$ cat config.mk
export PLATFORM = sky130hd
export DESIGN_NAME = line_follow_turn_speed_shaper_top
export DESIGN_NICKNAME = d
export VERILOG_FILES = /design/src/rtl/core/lfts_pkg.sv /design/src/rtl/core/lfts_cfg.sv /design/src/rtl/core/lfts_turn.sv /design/src/rtl/core/lfts_speed.sv /design/src/rtl/core/line_follow_turn_speed_shaper_top.sv
export SDC_FILE = /design/constraint.sdc
export NUM_CORES = 1
export LEC_CHECK = 0
export BUFFER_PORTS_ARGS = -buffer_cell sky130_fd_sc_hd__buf_2
export CAP_MARGIN = 20
export CORE_ASPECT_RATIO = 0.6
export CORE_MARGIN = 2
export CORE_UTILIZATION = 35
export DETAILED_ROUTE_END_ITERATION = 8
export PLACE_DENSITY_LB_ADDON = 0.15
export SLEW_MARGIN = 15
export SYNTH_ARGS = -nofsm -noshare
export SYNTH_HDL_FRONTEND = slang
export SYNTH_SLANG_ARGS = --single-unit
$ cat constraint.sdc
create_clock -name clk -period 30.8 [get_ports clk]
set_input_delay 3.08 -clock clk [delete_from_list [all_inputs] [get_ports clk]]
set_output_delay 3.08 -clock clk [all_outputs]
set_load 0.05 [all_outputs]
$ cat src/rtl/core/lfts_pkg.sv
// Shared types, class codes and register indexes of the line-follow turn and speed shaper.
// Used by every module under rtl/core; depends on nothing else.
`default_nettype none

package lfts_pkg;

	// Widths of the item fields and of the internal arithmetic.
	localparam int unsigned ClassW = 4;
	localparam int unsigned TurnW  = 9;
	localparam int unsigned SpeedW = 10;
	localparam int unsigned WideW  = 11;
	localparam int unsigned StepW  = 8;
	localparam int unsigned CountW = 4;
	localparam int unsigned CfgIdxW  = 3;
	localparam int unsigned CfgDataW = 50;

	// Track class codes.
	localparam logic [ClassW-1:0] ClsStraight   = 4'd0;
	localparam logic [ClassW-1:0] ClsLeftSmall  = 4'd1;
	localparam logic [ClassW-1:0] ClsRightSmall = 4'd2;
	localparam logic [ClassW-1:0] ClsLeftRa0    = 4'd3;
	localparam logic [ClassW-1:0] ClsLeftRa1    = 4'd4;
	localparam logic [ClassW-1:0] ClsRightRa0   = 4'd5;
	localparam logic [ClassW-1:0] ClsRightRa1   = 4'd6;
	localparam logic [ClassW-1:0] ClsLeftBig    = 4'd7;
	localparam logic [ClassW-1:0] ClsRightBig   = 4'd8;
	localparam logic [ClassW-1:0] ClsCross      = 4'd9;
	localparam logic [ClassW-1:0] ClsLost       = 4'd10;
	localparam logic [ClassW-1:0] ClsUndef      = 4'd11;

	// Configuration register indexes.
	localparam logic [CfgIdxW-1:0] RegTurnAngles    = 3'd0;
	localparam logic [CfgIdxW-1:0] RegTargetSpeeds  = 3'd1;
	localparam logic [CfgIdxW-1:0] RegRiseStep      = 3'd2;
	localparam logic [CfgIdxW-1:0] RegFallStep      = 3'd3;
	localparam logic [CfgIdxW-1:0] RegAttackStep    = 3'd4;
	localparam logic [CfgIdxW-1:0] RegReleaseStep   = 3'd5;
	localparam logic [CfgIdxW-1:0] RegCenterConfirm = 3'd6;
	localparam logic [CfgIdxW-1:0] RegTurnConfirm   = 3'd7;

	// Reset values of the configuration registers.
	localparam logic [31:0]         TurnAnglesRst   = 32'h5041_280F;
	localparam logic [CfgDataW-1:0] TargetSpeedsRst = 50'd220251659034000;

	// Current configuration as seen by the datapath.
	typedef struct packed {
		logic [31:0]         turn_angles;
		logic [CfgDataW-1:0] target_speeds;
		logic [StepW-1:0]    rise_step;
		logic [StepW-1:0]    fall_step;
		logic [StepW-1:0]    attack_step;
		logic [StepW-1:0]    release_step;
		logic [CountW-1:0]   center_confirm;
		logic [CountW-1:0]   turn_confirm;
	} cfg_t;

endpackage

`default_nettype wire

$ cat src/rtl/core/lfts_cfg.sv
// Configuration register file of the line-follow turn and speed shaper.
// Depends on lfts_pkg for the register indexes, reset values and cfg_t.
`default_nettype none

module lfts_cfg (
	input  wire logic                             clk,
	input  wire logic                             arst_n,
	input  wire logic                             cfg_we,
	input  wire logic [lfts_pkg::CfgIdxW-1:0]     cfg_index,
	input  wire logic [lfts_pkg::CfgDataW-1:0]    cfg_wdata,
	output lfts_pkg::cfg_t                        cfg
);

	lfts_pkg::cfg_t cfg_q;

	// Register writes, decoded by index.
	always_ff @(posedge clk or negedge arst_n) begin
		if (!arst_n) begin
			cfg_q.turn_angles    <= lfts_pkg::TurnAnglesRst;
			cfg_q.target_speeds  <= lfts_pkg::TargetSpeedsRst;
			cfg_q.rise_step      <= 8'd5;
			cfg_q.fall_step      <= 8'd10;
			cfg_q.attack_step    <= 8'd20;
			cfg_q.release_step   <= 8'd10;
			cfg_q.center_confirm <= 4'd3;
			cfg_q.turn_confirm   <= 4'd2;
		end else if (cfg_we) begin
			unique case (cfg_index)
				lfts_pkg::RegTurnAngles:    cfg_q.turn_angles    <= cfg_wdata[31:0];
				lfts_pkg::RegTargetSpeeds:  cfg_q.target_speeds  <= cfg_wdata;
				lfts_pkg::RegRiseStep:      cfg_q.rise_step      <= cfg_wdata[7:0];
				lfts_pkg::RegFallStep:      cfg_q.fall_step      <= cfg_wdata[7:0];
				lfts_pkg::RegAttackStep:    cfg_q.attack_step    <= cfg_wdata[7:0];
				lfts_pkg::RegReleaseStep:   cfg_q.release_step   <= cfg_wdata[7:0];
				lfts_pkg::RegCenterConfirm: cfg_q.center_confirm <= cfg_wdata[3:0];
				lfts_pkg::RegTurnConfirm:   cfg_q.turn_confirm   <= cfg_wdata[3:0];
				default: ;
			endcase
		end
	end

	assign cfg = cfg_q;

endmodule

`default_nettype wire

$ cat src/rtl/core/lfts_turn.sv
// Turn path: class to raw turn target, confirmation filter and slew limiter.
// Depends on lfts_pkg for class codes, widths and cfg_t.
`default_nettype none

module lfts_turn (
	input  wire logic                           clk,
	input  wire logic                           arst_n,
	input  wire logic                           en,
	input  wire logic [lfts_pkg::ClassW-1:0]    cls,
	input  wire lfts_pkg::cfg_t                 cfg,
	output logic signed [lfts_pkg::TurnW-1:0]   turn
);

	logic signed [lfts_pkg::TurnW-1:0]  acc_q, cand_q, cur_q;
	logic [lfts_pkg::CountW-1:0]        cnt_q;
	logic [lfts_pkg::ClassW-1:0]        last_q;

	logic signed [lfts_pkg::TurnW-1:0]  a_min, a_mid, a_max, a_ra;
	logic signed [lfts_pkg::TurnW-1:0]  raw;
	logic signed [lfts_pkg::TurnW-1:0]  acc_n, cand_n;
	logic [lfts_pkg::CountW-1:0]        cnt_n, cnt_t;
	logic [lfts_pkg::TurnW-1:0]         abs_raw, abs_acc;
	logic                               same;
	logic signed [lfts_pkg::WideW-1:0]  cur_w, acc_w, step_w, rel_w, abs_cur_w, abs_accn_w;
	logic signed [lfts_pkg::WideW-1:0]  next_w;

	assign a_min = $signed({1'b0, cfg.turn_angles[7:0]});
	assign a_mid = $signed({1'b0, cfg.turn_angles[15:8]});
	assign a_max = $signed({1'b0, cfg.turn_angles[23:16]});
	assign a_ra  = $signed({1'b0, cfg.turn_angles[31:24]});

	// Raw turn target; a lost line continues the last small (at the mid angle) or big curve, else keeps the accepted turn.
	always_comb begin
		unique case (cls) inside
			lfts_pkg::ClsLeftSmall:  raw = a_min;
			lfts_pkg::ClsRightSmall: raw = -a_min;
			lfts_pkg::ClsLeftRa0, lfts_pkg::ClsLeftRa1:   raw = a_ra;
			lfts_pkg::ClsRightRa0, lfts_pkg::ClsRightRa1: raw = -a_ra;
			lfts_pkg::ClsLeftBig:    raw = a_max;
			lfts_pkg::ClsRightBig:   raw = -a_max;
			lfts_pkg::ClsLost: begin
				unique case (last_q) inside
					lfts_pkg::ClsLeftSmall:  raw = a_mid;
					lfts_pkg::ClsRightSmall: raw = -a_mid;
					lfts_pkg::ClsLeftBig:    raw = a_max;
					lfts_pkg::ClsRightBig:   raw = -a_max;
					default:                 raw = acc_q;
				endcase
			end
			default: raw = '0;
		endcase
	end

	// Confirmation filter: turns from zero and stronger same-direction turns pass at once.
	always_comb begin
		abs_raw = raw[lfts_pkg::TurnW-1] ? lfts_pkg::TurnW'(-raw) : lfts_pkg::TurnW'(raw);
		abs_acc = acc_q[lfts_pkg::TurnW-1] ? lfts_pkg::TurnW'(-acc_q) : lfts_pkg::TurnW'(acc_q);
		same = ((acc_q > 0) && (raw > 0)) || ((acc_q < 0) && (raw < 0));
		acc_n  = acc_q;
		cand_n = cand_q;
		cnt_n  = cnt_q;
		cnt_t  = cnt_q;
		if (raw == acc_q) begin
			cand_n = raw;
			cnt_n  = '0;
		end else if (((acc_q == 0) && (raw != 0)) || (same && (abs_raw > abs_acc))) begin
			acc_n  = raw;
			cand_n = raw;
			cnt_n  = '0;
		end else begin
			if (raw == cand_q) begin
				cnt_t = (cnt_q < cfg.turn_confirm) ? cnt_q + 1'b1 : cnt_q;
			end else begin
				cand_n = raw;
				cnt_t  = lfts_pkg::CountW'(1);
			end
			if (cnt_t >= cfg.turn_confirm) begin
				acc_n = raw;
				cnt_n = '0;
			end else begin
				cnt_n = cnt_t;
			end
		end
	end

	// Slew limiter toward the accepted turn, through zero on reversal.
	always_comb begin
		cur_w = lfts_pkg::WideW'(cur_q);
		acc_w = lfts_pkg::WideW'(acc_n);
		rel_w = $signed({3'b000, cfg.release_step});
		abs_cur_w  = cur_w[lfts_pkg::WideW-1] ? -cur_w : cur_w;
		abs_accn_w = acc_w[lfts_pkg::WideW-1] ? -acc_w : acc_w;
		step_w = (abs_accn_w > abs_cur_w) ? $signed({3'b000, cfg.attack_step}) : rel_w;
		if (cur_w == acc_w) begin
			next_w = cur_w;
		end else if (((cur_w > 0) && (acc_w < 0)) || ((cur_w < 0) && (acc_w > 0))) begin
			if (abs_cur_w <= rel_w) begin
				next_w = '0;
			end else begin
				next_w = (cur_w > 0) ? cur_w - rel_w : cur_w + rel_w;
			end
		end else if (acc_w > cur_w + step_w) begin
			next_w = cur_w + step_w;
		end else if (acc_w < cur_w - step_w) begin
			next_w = cur_w - step_w;
		end else begin
			next_w = acc_w;
		end
	end

	// Turn state registers, advanced once per item.
	always_ff @(posedge clk or negedge arst_n) begin
		if (!arst_n) begin
			acc_q  <= '0;
			cand_q <= '0;
			cnt_q  <= '0;
			cur_q  <= '0;
			last_q <= lfts_pkg::ClsUndef;
		end else if (en) begin
			acc_q  <= acc_n;
			cand_q <= cand_n;
			cnt_q  <= cnt_n;
			cur_q  <= next_w[lfts_pkg::TurnW-1:0];
			if (cls != lfts_pkg::ClsLost) begin
				last_q <= cls;
			end
		end
	end

	assign turn = cur_q;

endmodule

`default_nettype wire

$ cat src/rtl/core/lfts_speed.sv
// Speed path: hysteretic speed class, target lookup and rise/fall ramp.
// Depends on lfts_pkg for class codes, widths and cfg_t.
`default_nettype none

module lfts_speed (
	input  wire logic                          clk,
	input  wire logic                          arst_n,
	input  wire logic                          en,
	input  wire logic [lfts_pkg::ClassW-1:0]   cls,
	input  wire lfts_pkg::cfg_t                cfg,
	output logic [lfts_pkg::SpeedW-1:0]        speed
);

	logic [lfts_pkg::ClassW-1:0]  sc_q, sc_n;
	logic [lfts_pkg::CountW-1:0]  cc_q, cc_n;
	logic [lfts_pkg::SpeedW-1:0]  spd_q, tgt;
	logic [lfts_pkg::WideW-1:0]   cur_w, tgt_w, rise_w, fall_w, next_w;

	// Speed class follows any turn at once, returns to straight after confirmation.
	always_comb begin
		sc_n = sc_q;
		cc_n = cc_q;
		if (cls == lfts_pkg::ClsStraight) begin
			if (sc_q != lfts_pkg::ClsStraight) begin
				cc_n = (cc_q < cfg.center_confirm) ? cc_q + 1'b1 : cc_q;
				if (cc_n >= cfg.center_confirm) begin
					sc_n = lfts_pkg::ClsStraight;
				end
			end
		end else begin
			cc_n = '0;
			sc_n = cls;
		end
	end

	// Target speed for the new class.
	always_comb begin
		unique case (sc_n) inside
			lfts_pkg::ClsStraight: tgt = cfg.target_speeds[9:0];
			lfts_pkg::ClsLeftSmall, lfts_pkg::ClsRightSmall: tgt = cfg.target_speeds[19:10];
			lfts_pkg::ClsLeftRa0, lfts_pkg::ClsLeftRa1,
			lfts_pkg::ClsRightRa0, lfts_pkg::ClsRightRa1: tgt = cfg.target_speeds[29:20];
			lfts_pkg::ClsLeftBig, lfts_pkg::ClsRightBig,
			lfts_pkg::ClsCross: tgt = cfg.target_speeds[39:30];
			default: tgt = cfg.target_speeds[49:40];
		endcase
	end

	// Ramp toward the target with separate rise and fall limits.
	always_comb begin
		cur_w  = {1'b0, spd_q};
		tgt_w  = {1'b0, tgt};
		rise_w = {3'b000, cfg.rise_step};
		fall_w = {3'b000, cfg.fall_step};
		if (tgt_w > cur_w) begin
			next_w = (tgt_w - cur_w <= rise_w) ? tgt_w : cur_w + rise_w;
		end else begin
			next_w = (cur_w - tgt_w <= fall_w) ? tgt_w : cur_w - fall_w;
		end
	end

	// Speed state registers, advanced once per item.
	always_ff @(posedge clk or negedge arst_n) begin
		if (!arst_n) begin
			sc_q  <= lfts_pkg::ClsStraight;
			cc_q  <= '0;
			spd_q <= '0;
		end else if (en) begin
			sc_q  <= sc_n;
			cc_q  <= cc_n;
			spd_q <= next_w[lfts_pkg::SpeedW-1:0];
		end
	end

	assign speed = spd_q;

endmodule

`default_nettype wire

$ cat src/rtl/core/line_follow_turn_speed_shaper_top.sv
// Top level of the line-follow turn and speed shaper: input stage, handshake and result register.
// Depends on lfts_pkg, lfts_cfg, lfts_turn and lfts_speed.
`default_nettype none

// Each input item carries one classified line-sensor state and yields exactly one result item
// with the slew-limited turn command and the ramped speed command. An accepted item is held in
// the input register and then evaluated into the turn and speed state registers, which also
// drive the output; the result is offered once the item has passed the input register and the
// state registers, and one item is taken every cycle as long as results are taken.
// Configuration writes take effect on the next cycle and are meant for idle periods only.
module line_follow_turn_speed_shaper_top (
	input  wire logic                            clk,
	input  wire logic                            arst_n,
	input  wire logic                            s_tvalid,
	output logic                                 s_tready,
	input  wire logic [7:0]                      s_tdata,   // [3:0] track_class, [7:4] zero
	output logic                                 m_tvalid,
	input  wire logic                            m_tready,
	output logic [23:0]                          m_tdata,   // [8:0] turn_command, [18:9] speed_command
	input  wire logic                            cfg_we,
	input  wire logic [lfts_pkg::CfgIdxW-1:0]    cfg_index,
	input  wire logic [lfts_pkg::CfgDataW-1:0]   cfg_wdata
);

	lfts_pkg::cfg_t                     cfg;
	logic                               valid_s1;
	logic [lfts_pkg::ClassW-1:0]        class_s1;
	logic                               out_valid_q;
	logic                               adv;
	logic signed [lfts_pkg::TurnW-1:0]  turn;
	logic [lfts_pkg::SpeedW-1:0]        speed;

	// The staged item moves into the state when the result slot is free or being emptied.
	assign adv      = valid_s1 && (!out_valid_q || m_tready);
	assign s_tready = !valid_s1 || adv;

	// Input stage register.
	always_ff @(posedge clk or negedge arst_n) begin
		if (!arst_n) begin
			valid_s1 <= 1'b0;
		end else if (s_tready) begin
			valid_s1 <= s_tvalid;
		end
	end

	always_ff @(posedge clk) begin
		if (s_tready && s_tvalid) begin
			class_s1 <= s_tdata[lfts_pkg::ClassW-1:0];
		end
	end

	// Result valid; the state registers themselves hold the result payload.
	always_ff @(posedge clk or negedge arst_n) begin
		if (!arst_n) begin
			out_valid_q <= 1'b0;
		end else if (adv) begin
			out_valid_q <= 1'b1;
		end else if (m_tready) begin
			out_valid_q <= 1'b0;
		end
	end

	lfts_cfg u_cfg (
		.clk       (clk),
		.arst_n    (arst_n),
		.cfg_we    (cfg_we),
		.cfg_index (cfg_index),
		.cfg_wdata (cfg_wdata),
		.cfg       (cfg)
	);

	lfts_turn u_turn (
		.clk    (clk),
		.arst_n (arst_n),
		.en     (adv),
		.cls    (class_s1),
		.cfg    (cfg),
		.turn   (turn)
	);

	lfts_speed u_speed (
		.clk    (clk),
		.arst_n (arst_n),
		.en     (adv),
		.cls    (class_s1),
		.cfg    (cfg),
		.speed  (speed)
	);

	assign m_tvalid = out_valid_q;
	assign m_tdata  = {5'b00000, speed, turn};

endmodule

`default_nettype wire
==> metrics.txt <==
vias in the first global route around 12000; FFs w/ async S/R, synth 0.9779; Post-Syn Area 15240 µm²; WL met3 approximately 3400 µm; Top FF cell, synth dfrtp_1; clock skew roughly 0.019 ns; Tot Pwr about 0.0020 W; Via density roughly 5.6; CTS root buf clkbuf_16; sw frac 0.5134; CP arrival ~15 ns; first-pass GRT wire length about 74000 µm; routability cong. around 0.9; HPWL after DPL between 30000 and 40000 µm; residual DRC count 0; fmax just under 70 MHz; status completed; Final TNS setup 0 ns; Req. time, crit path between 30 and 40 ns; H-tree Lvls 4; Yosys Warn Count 0; post-DR wirelength/cell 20.69 µm; post-route clock period utilization 0.4785; post-CTS setup buffers 0; worst min path class reg -> reg; row count 59; post-layout min period roughly 15 ns; CP endpoint kind flop; sequential element share of the synthesized area 0.3024; DIE WIDTH between 200 and 300 µm; Crit path max-delay family compound AO/OA/AOI/OAI gates; # setup viols final 0; port bufs between 80 and 90; wl on met1 about 26000 µm; Post-synth EDFFs 4; post-synthesis cell type count between 80 and 90; Die H 165.6 µm; max_slew headroom 0.3045; routed wire length 47550 µm; final max-slew violation count 0; RSZ-0062 raised after global routing false; Clk network pwr share 0.124; worst hold slack 0.5081 ns; Via Count between 10000 and 15000; clock latency on the worst-skew pair 0.47 ns; # hold bufs at CTS 0; pin count of the biggest net entering global routing 98; core footprint 43110 µm²; die area between 40000 and 50000 µm²; DR pass1 iterations 6; CTS resizes 0; initial DRC count between 1000 and 1500; share of post-route cells with drive strength above 1 0.1990; Area Overhead vs Synth 10.98%; Max clock buf depth 2; Hold Fails Final Rpt 0; met2 WL post-DR between 15000 and 20000 µm; NetSw 0.001034 W; crit path max-delay cell type edfxtp_1; Critical Path Source Type flop; n_diodes 0; initial antenna violation count 0; Worst Tran Pin Value just over 1 ns; Cell Pwr Density ~120 nW/µm²; CP max stage delay between 0.9 and 1 ns; Max Cap Violations 0; Synth Instances about 1700; FF+latch count, synth ~180; final net count 1927; kind of critical path reg -> reg; Top Metal Used met4; Int Pwr approximately 0.00098 W; CTS tree yes; initial core utilization 0.3535; DRT antenna net count 0; Max FO, Critical Path 24; Comb pwr share 0.677; clock sinks 181; # IOs 92; part of the power in registers 0.200; total global-route track usage 0.2109; total grt overflow 0; worst vdd ir between 60 and 70 µV; CTS buffer count 17; static leakage 7.475 nW; clk slew on worst S/H paths around 0.090 ns; syn_area_per_cell 9.208 µm²; Buf/Inv on CP 4
==> routing by layer <==
metal | GRT usage | up-vias
li1 | - | 6127
met1 | 0.3496 | 6238
met2 | 0.2731 | 375
met3 | 0.04263 | 33
met4 | 0.03754 | 0
met5 | 0 | -
==> cells in the final DEF (no fill, tap or decap), types with 7 or more instances in the layout <==
cell,synthesis,final
a22oi_1,16,16
ha_1,148,148
fa_1,7,7
nand2b_1,28,28
and3_1,7,7
xnor2_1,70,70
nor4_1,13,13
a22o_1,7,7
nand3_1,28,28
a21oi_1,80,80
mux2_2,123,123
nand4b_1,7,7
nand2_1,106,106
nand4_1,24,24
a31oi_1,21,21
nor2_1,94,94
o21ai_0,97,96
and2_1,8,8
inv_1,122,122
a21o_1,40,40
nor2b_1,23,23
conb_1,2,9
xor2_1,31,31
a221o_1,11,11
buf_2,10,81
mux2i_1,19,19
dfstp_2,47,47
a222oi_1,14,14
buf_4,10,18
o21a_1,26,26
nor3b_1,13,11
a211oi_1,12,12
clkbuf_16,0,17
dfrtp_1,130,130
o31ai_1,10,10
nand3b_1,10,10
o21bai_1,13,13
a21boi_0,12,12
nor3_1,36,34
==> cells in the mapped netlist (7+ instances only) <==
cell	count	area, µm²
a211oi_1	12	90.09
a22oi_1	16	120.1
a31oi_1	21	131.4
inv_1	122	457.9
a21o_1	40	300.3
dfstp_2	47	1235
mux2_2	123	1385
fa_1	7	140.1
nand4_1	24	150.1
a221o_1	11	110.1
nor3_1	36	180.2
nand2b_1	28	175.2
nand3b_1	10	75.07
nor4_1	13	81.33
nand3_1	28	140.1
nor2b_1	23	143.9
o21a_1	26	195.2
nor2_1	94	352.8
and2_1	8	50.05
a222oi_1	14	140.1
and3_1	7	43.79
clkbuf_1	52	195.2
dfrtp_1	130	3253
nand2_1	106	397.9
a22o_1	7	61.31
buf_2	10	50.05
mux2i_1	19	190.2
a21boi_0	12	90.09
a21oi_1	80	400.4
xnor2_1	70	613.1
nor3b_1	13	97.59
o21ai_0	97	485.5
nand4b_1	7	61.31
o31ai_1	10	75.07
ha_1	148	1852
o21bai_1	13	97.59
xor2_1	31	271.5
buf_4	10	75.07
==> registers in the layout, summed over array words and instances, names as in the netlist, 9 cells and up <==
signal         flops
u_cfg.cfg        122
u_speed.speed     10
u_turn.acc_q       9
u_turn.cand_q      9
u_turn.turn        9
==> power by group through the flow <==
stage | registers [W] | logic (W) | clock network (W)
after global placement | 0.000403 | 0.00130 | 0
after detailed placement | 0.000405 | 0.00133 | 0
after CTS | 0.000400 | 0.00134 | 0.000256
after global routing | 0.000411 | 0.00150 | 0.000267
final | 0.000402 | 0.00136 | 0.000249
after floorplan | 0.000396 | 0.000968 | 0
==> final cells by class <==
cell class,count,area [µm²]
Fill cell,4382,26200
Multi-Input combinational cell,1283,9877
Sequential cell,181,4608
Tap cell,579,724.4
Timing Repair Buffer,101,581.8
Inverter,122,457.9
Clock buffer,17,425.4
Clock inverter,15,237.7
==> logic make-up (layout without fill, tap and decap cells) <==
kind of cell,after synthesis,count (layout),synth area share
mux,143,143,0.1044
flops,181,181,0.3024
other cells,2,9,0.0004928
fa+ha+maj,156,156,0.1314
compound gates,424,424,0.1884
xor+xnor,102,102,0.05911
simple gates,449,449,0.1608
buf+inv,198,255,0.05304
==> metrics by stage <==
step,util,instances,instance area (µm²),setup WS [ns]
4_1_cts,0.3915,2297,16880,16.34
5_1_grt,0.3923,2298,16910,14.92
2_1_floorplan,-,1662,15270,19.30
3_5_place_dp,0.3762,2265,16220,16.42
6_report,0.3923,2298,16910,16.06
3_3_place_gp,0.3762,2265,16220,16.45
==> path summary, 6_finish.rpt <==
kind | from | endpoint | slack, ns | depth (start not counted)
worst max register to register | class_s1[2] | u_turn.turn[2] | 16.06 | 59
worst max-delay path | class_s1[2] | u_turn.turn[2] | 16.06 | 59
min in group asynchronous | arst_n | u_speed.speed[1] | 2.66 | 1
worst min-delay path | u_cfg.cfg[12] | u_cfg.cfg[12] | 0.51 | 1
worst min register to register | u_cfg.cfg[12] | u_cfg.cfg[12] | 0.51 | 1
max in group asynchronous | arst_n | u_turn.last_q[0] | 26.77 | 3
Power figures use the tool's default switching activity.
